`src/hw/rtl/sia_pkg.sv`:
```
// Package for the signed integer ALU: command and status codes and the
// pipeline stage records. No dependencies.
package sia_pkg;

  localparam logic [2:0] CMD_ADD = 3'd0;
  localparam logic [2:0] CMD_SUB = 3'd1;
  localparam logic [2:0] CMD_MUL = 3'd2;
  localparam logic [2:0] CMD_DIV = 3'd3;
  localparam logic [2:0] CMD_REM = 3'd4;

  localparam logic [1:0] ST_OK   = 2'd0;
  localparam logic [1:0] ST_OVF  = 2'd1;
  localparam logic [1:0] ST_DIVZ = 2'd2;

  localparam int DIV_STAGES = 32;

  // First front stage: add/subtract done, raw product held.
  typedef struct packed {
    logic [2:0]  cmd;
    logic        a_neg;
    logic        b_neg;
    logic        divz;
    logic [31:0] abs_a;
    logic [31:0] abs_b;
    logic [31:0] arith_val;
    logic        arith_ovf;
    logic [63:0] product;
  } front_t;

  // Record carried through the divider stages.
  typedef struct packed {
    logic [2:0]  cmd;
    logic        a_neg;
    logic        b_neg;
    logic        divz;
    logic [31:0] val;
    logic        ovf;
    logic [31:0] part_rem;
    logic [31:0] quo;
    logic [31:0] divisor;
  } pipe_t;

endpackage

```
`src/hw/rtl/sia_back.sv`:
```
// Back end of the signed integer ALU: sign fix-up of quotient and remainder,
// status selection and the output register. Depends on sia_pkg.
module sia_back (
  input  logic               clk,
  input  logic               rst_n,
  input  logic               en,
  input  logic               valid_i,
  input  sia_pkg::pipe_t     pipe_i,
  output logic               valid_o,
  output logic signed [31:0] result_o,
  output logic [1:0]         status_o
);

  logic        valid_r;
  logic [31:0] res_nxt, res_r;
  logic [1:0]  st_nxt, st_r;
  logic        q_neg;

  always_comb begin
    q_neg = pipe_i.a_neg ^ pipe_i.b_neg;
    unique case (pipe_i.cmd)
      sia_pkg::CMD_ADD, sia_pkg::CMD_SUB, sia_pkg::CMD_MUL: begin
        res_nxt = pipe_i.val;
        st_nxt  = pipe_i.ovf ? sia_pkg::ST_OVF : sia_pkg::ST_OK;
      end
      sia_pkg::CMD_DIV: begin
        res_nxt = q_neg ? (32'd0 - pipe_i.quo) : pipe_i.quo;
        st_nxt  = (!q_neg && pipe_i.quo[31]) ? sia_pkg::ST_OVF : sia_pkg::ST_OK;
      end
      sia_pkg::CMD_REM: begin
        res_nxt = pipe_i.a_neg ? (32'd0 - pipe_i.part_rem) : pipe_i.part_rem;
        st_nxt  = sia_pkg::ST_OK;
      end
      default: begin
        res_nxt = '0;
        st_nxt  = sia_pkg::ST_OK;
      end
    endcase
    if ((pipe_i.cmd == sia_pkg::CMD_DIV || pipe_i.cmd == sia_pkg::CMD_REM) && pipe_i.divz) begin
      res_nxt = '0;
      st_nxt  = sia_pkg::ST_DIVZ;
    end
  end

  always_ff @(posedge clk) begin
    if (!rst_n) begin
      valid_r <= 1'b0;
    end else if (en) begin
      valid_r <= valid_i;
    end
  end

  always_ff @(posedge clk) begin
    if (en) begin
      res_r <= res_nxt;
      st_r  <= st_nxt;
    end
  end

  assign valid_o  = valid_r;
  assign result_o = res_r;
  assign status_o = st_r;

endmodule

```
`config.mk`:
```
export PLATFORM = sky130hd
export DESIGN_NAME = sia_back
export DESIGN_NICKNAME = d
export VERILOG_FILES = /design/src/hw/rtl/sia_pkg.sv /design/src/hw/rtl/sia_back.sv
export SDC_FILE = /design/constraint.sdc
export NUM_CORES = 1
export LEC_CHECK = 0
export ABC_AREA = 1
export BUFFER_PORTS_ARGS = -buffer_cell sky130_fd_sc_hd__buf_2
export CAP_MARGIN = 10
export CORE_ASPECT_RATIO = 1.2
export CORE_MARGIN = 2
export CORE_UTILIZATION = 27
export CTS_CLUSTER_DIAMETER = 30
export DETAILED_ROUTE_END_ITERATION = 7
export PLACE_DENSITY = 0.57
export REMOVE_ABC_BUFFERS = 1
export SYNTH_ARGS = -nofsm -noshare
export SYNTH_HDL_FRONTEND = slang
export SYNTH_SLANG_ARGS = --single-unit
```
`constraint.sdc`:
```
create_clock -name clk -period 2 [get_ports clk]
set_input_delay 0.4 -clock clk [delete_from_list [all_inputs] [get_ports clk]]
set_output_delay 0.4 -clock clk [all_outputs]
set_load 0.005 [all_outputs]
```
==> results.txt <==
The first global-routing pass estimated 21.4 mm of wire. After detailed routing, the average wire length per cell comes to 13.6 µm. The number of rows created at floorplan is 47.

For the pin with the worst max-slew slack, the measured transition is 480 ps. The maximum number of pins on one net before global-route repair came out at 37. The cell type of the slowest stage on the worst timing path is sky130_fd_sc_hd__ha_1. The insertion delay of the later-clocked pin in the worst-skew pair is 270 ps. A synthesized cell averages 5.77 µm².

The number of instances on the worst hold path came out at 3. After synthesis, the netlist uses 36 different library cells. In this run, placement finished with an instance count of 982.

The type of the worst min-delay path is in -> reg. Tracing the worst setup path back leads to its startpoint at pipe_i[32]. Counting flops and latches in the post-synthesis netlist gives 35. The cell area after placement is 0.00487 mm². The cell area after synthesis is 0.00378 mm².

The top fanout value on the critical path came out at 6. The number of remaining DRC errors came out at 0. Subtracting the final worst setup slack from the clock period gives 1780 ps. In this run the horizontal extent of the chip is 112 µm. The capturing element type of the critical path is a flip-flop. The worst register-to-register path begins at valid_o$_SDFFE_PN0P_. Data on the critical path is required at its endpoint by 2040 ps. The detailed router finished its first iteration with 179 violations. Setup repair after global routing left no endpoint under its margin. The H-tree depth is 2.

The number of pins with negative max-slew slack in the final report came out at 0. The cell count of the worst reg-to-reg path came out at 2. The initial antenna violation count is 1. The fraction of registers with async set/reset came out at 0%. The die is 134 µm tall. The post-place setup slack came out at -65.2 ps. The areal power density over the cells came out at 484 mW/mm².

The count of antenna-violating nets left after detailed routing came out at 0. The die covers 0.0150 mm². 174 I/O pins were placed. The final layout net count came out at 959. The clock tree from TritonCTS is done. The arrival time at the worst endpoint came out at 1820 ps. Walking the worst path, the cells encountered are buf_2 > inv_1 > ha_1 > nand2_1 > nor2_1 > nand3_1 > nand2_1 > buf_4 > nand3b_1 > nand3_1 > nand2_1 > nor2_1 > nor2_1.

The total count of hold-check failures in the final report is 0. The final wirelength came out at 13.5 mm. The number of global-route vias before repair is 4339. Across all setup checks in the final design, the least slack found is 216 ps. The number of instances in the synthesized netlist came out at 656. During placement, the flow inserted port buffers numbering 141. The post-CTS setup buffer count came out at 0.

The tightest slew margin relative to the limit came out at 67.7%. The type of the worst setup path is in -> reg. The all-layer global routing usage came out at 18.0%.

The root cell of the clock tree is sky130_fd_sc_hd__clkbuf_16. The number of warning messages in the yosys log is 0. The largest stage delay on the critical path is 200 ps. The global-route congestion overflow total is 0.

The layout overhead on the synthesized area is 32.4%. The final instance count without filler cells came out at 991. In this run the standard cell core region covers 0.0138 mm².

Post-CTS repair changed the size of 0 cells. The most common cell after layout, fill and taps aside is sky130_fd_sc_hd__nand2_1. Buffers inserted to repair hold after CTS numbered 0. For this design, the sink count on the clock tree is 35. STA classifies the critical path startpoint as an input port.

Counting flops with a built-in enable in the synthesized netlist gives 34. Hold is met by 355 ps. In the final layout, the share of cells above drive strength 1 is 23.9%. In the layout the commonest cells are sky130_fd_sc_hd__nand2_1, sky130_fd_sc_hd__buf_2, sky130_fd_sc_hd__nor2_1. In the synthesized netlist the dominant register cell turns out to be sky130_fd_sc_hd__edfxtp_1. The first TritonRoute pass finished after 4 iterations. The fraction of the cycle the final worst path needs came out at 89.2%. Derived from the worst setup path, the maximum achievable clock frequency is 561 MHz. The number of buffers on the longest clock path came out at 2. After clock tree synthesis, the clock-pin slew on the worst setup and hold paths is 50 ps.

The post-DP HPWL is 11.4 mm. The number of failing setup endpoints in the final timing report came out at 0. For the final database, setup skew stands at 0 ps. Buffers inserted during clock tree synthesis total 5.

The run finished with clean final reports. Dividing the detail-routed via count by the number of cells gives 4.55. The static leakage is 2.54 nW. The final route contains 4513 vias. Across the VDD grid, the largest voltage drop is 407 µV.

The startpoint identified for the worst hold timing path is valid_i. The total of max-cap violations is 0. The post-route cell area came out at 0.00501 mm². Sequential cells were found to cover 27.5% of the synthesized design area. The initial cell density of the core came out at 27.5%. The weighted congestion reported at the end of routability-driven placement came out at 0.899.
## worst max-delay path, delay by kind of cell
family | cells | cell delay (ps)
simple gates | 9 | 860
buf+inv | 3 | 330
fa+ha+maj | 1 | 200
## metrics by stage
stage / setup TNS (ps) / utilization, % / total power, mW
after floorplan: -19730 / - / 1.32
after global placement: -228 / 35.4 / 1.71
after detailed placement: -434 / 35.4 / 1.72
after CTS: 0 / 36.4 / 2.46
after global routing: 0 / 36.4 / 2.60
final: 0 / 36.4 / 2.42
## worst paths after layout
kind	endpoint	slack, ps
max	result_o[30]$_SDFFCE_PP0P_	220
max reg2reg	valid_o$_SDFFE_PN0P_	1360
min	valid_o$_SDFFE_PN0P_	360
min reg2reg	valid_o$_SDFFE_PN0P_	550
## power by group
group          switching, mW  internal [mW]  total, mW
sequential            0.0147          0.893      0.908
clock                  0.270          0.452      0.722
combinational          0.477          0.317      0.794
## state kept, by name, summed over array words and instances (netlist names)
| signal | count |
|---|---|
| result_o | 32 |
| status_o | 2 |
| valid_o | 1 |
## layer usage
metal | vias to the layer above | track usage (%) | share of wire [%]
met4 | 0 | 5.83 | 2.2
li1 | 2442 | - | -
met3 | 16 | 2.50 | 4.4
met1 | 1958 | 21.6 | 43
met2 | 97 | 32.9 | 50
met5 | - | 0 | 0
## synth_stat cells, types with 2 or more instances
cell type                  instances  share of area (%)
sky130_fd_sc_hd__ha_1              2               0.66
sky130_fd_sc_hd__o21ai_0          43                5.7
sky130_fd_sc_hd__edfxtp_1         34                 27
sky130_fd_sc_hd__inv_1            69                6.8
sky130_fd_sc_hd__nand3b_1          9                1.8
sky130_fd_sc_hd__buf_2             5               0.66
sky130_fd_sc_hd__nor2_1          123                 12
sky130_fd_sc_hd__xor2_1            2               0.46
sky130_fd_sc_hd__nand2_4           2               0.59
sky130_fd_sc_hd__o21ai_1           3               0.40
sky130_fd_sc_hd__nand3_1          72                9.5
sky130_fd_sc_hd__clkbuf_1          9               0.89
sky130_fd_sc_hd__or2_2             2               0.33
sky130_fd_sc_hd__a221oi_1          2               0.46
sky130_fd_sc_hd__nand2_2           2               0.33
sky130_fd_sc_hd__nand2_1         223                 22
sky130_fd_sc_hd__nor2_4            3               0.89
sky130_fd_sc_hd__o211ai_1          3               0.59
sky130_fd_sc_hd__buf_6             2               0.59
sky130_fd_sc_hd__nand3_2           3               0.79
sky130_fd_sc_hd__nor2_2            3               0.50
sky130_fd_sc_hd__nand4_1           6               0.99
sky130_fd_sc_hd__a21oi_1          20                2.6
sky130_fd_sc_hd__nor3_1            2               0.26
## kinds of logic (layout without fill, tap and decap cells)
logic type / count (synthesis) / count (layout) / share of synthesized area (%)
compound gates: 74 / 74 / 10.5
xor+xnor: 3 / 3 / 0.694
fa+ha+maj: 2 / 2 / 0.661
buf+inv: 89 / 252 / 9.55
flops: 35 / 35 / 27.5
other cells: 0 / 1 / 0
simple gates: 453 / 453 / 51.1
## area by class of cell
class                   count  area (µm²)
inverters                  72         273
diodes                      1        2.50
well taps                 171         214
repair buffers            172         963
multi-input cells         532        2380
flip-flops and latches     35        1040
fillers                  1598        8750
clock buffers               6         129
clock inverters             2        7.51
No activity file was read; power rests on OpenSTA's default activity.
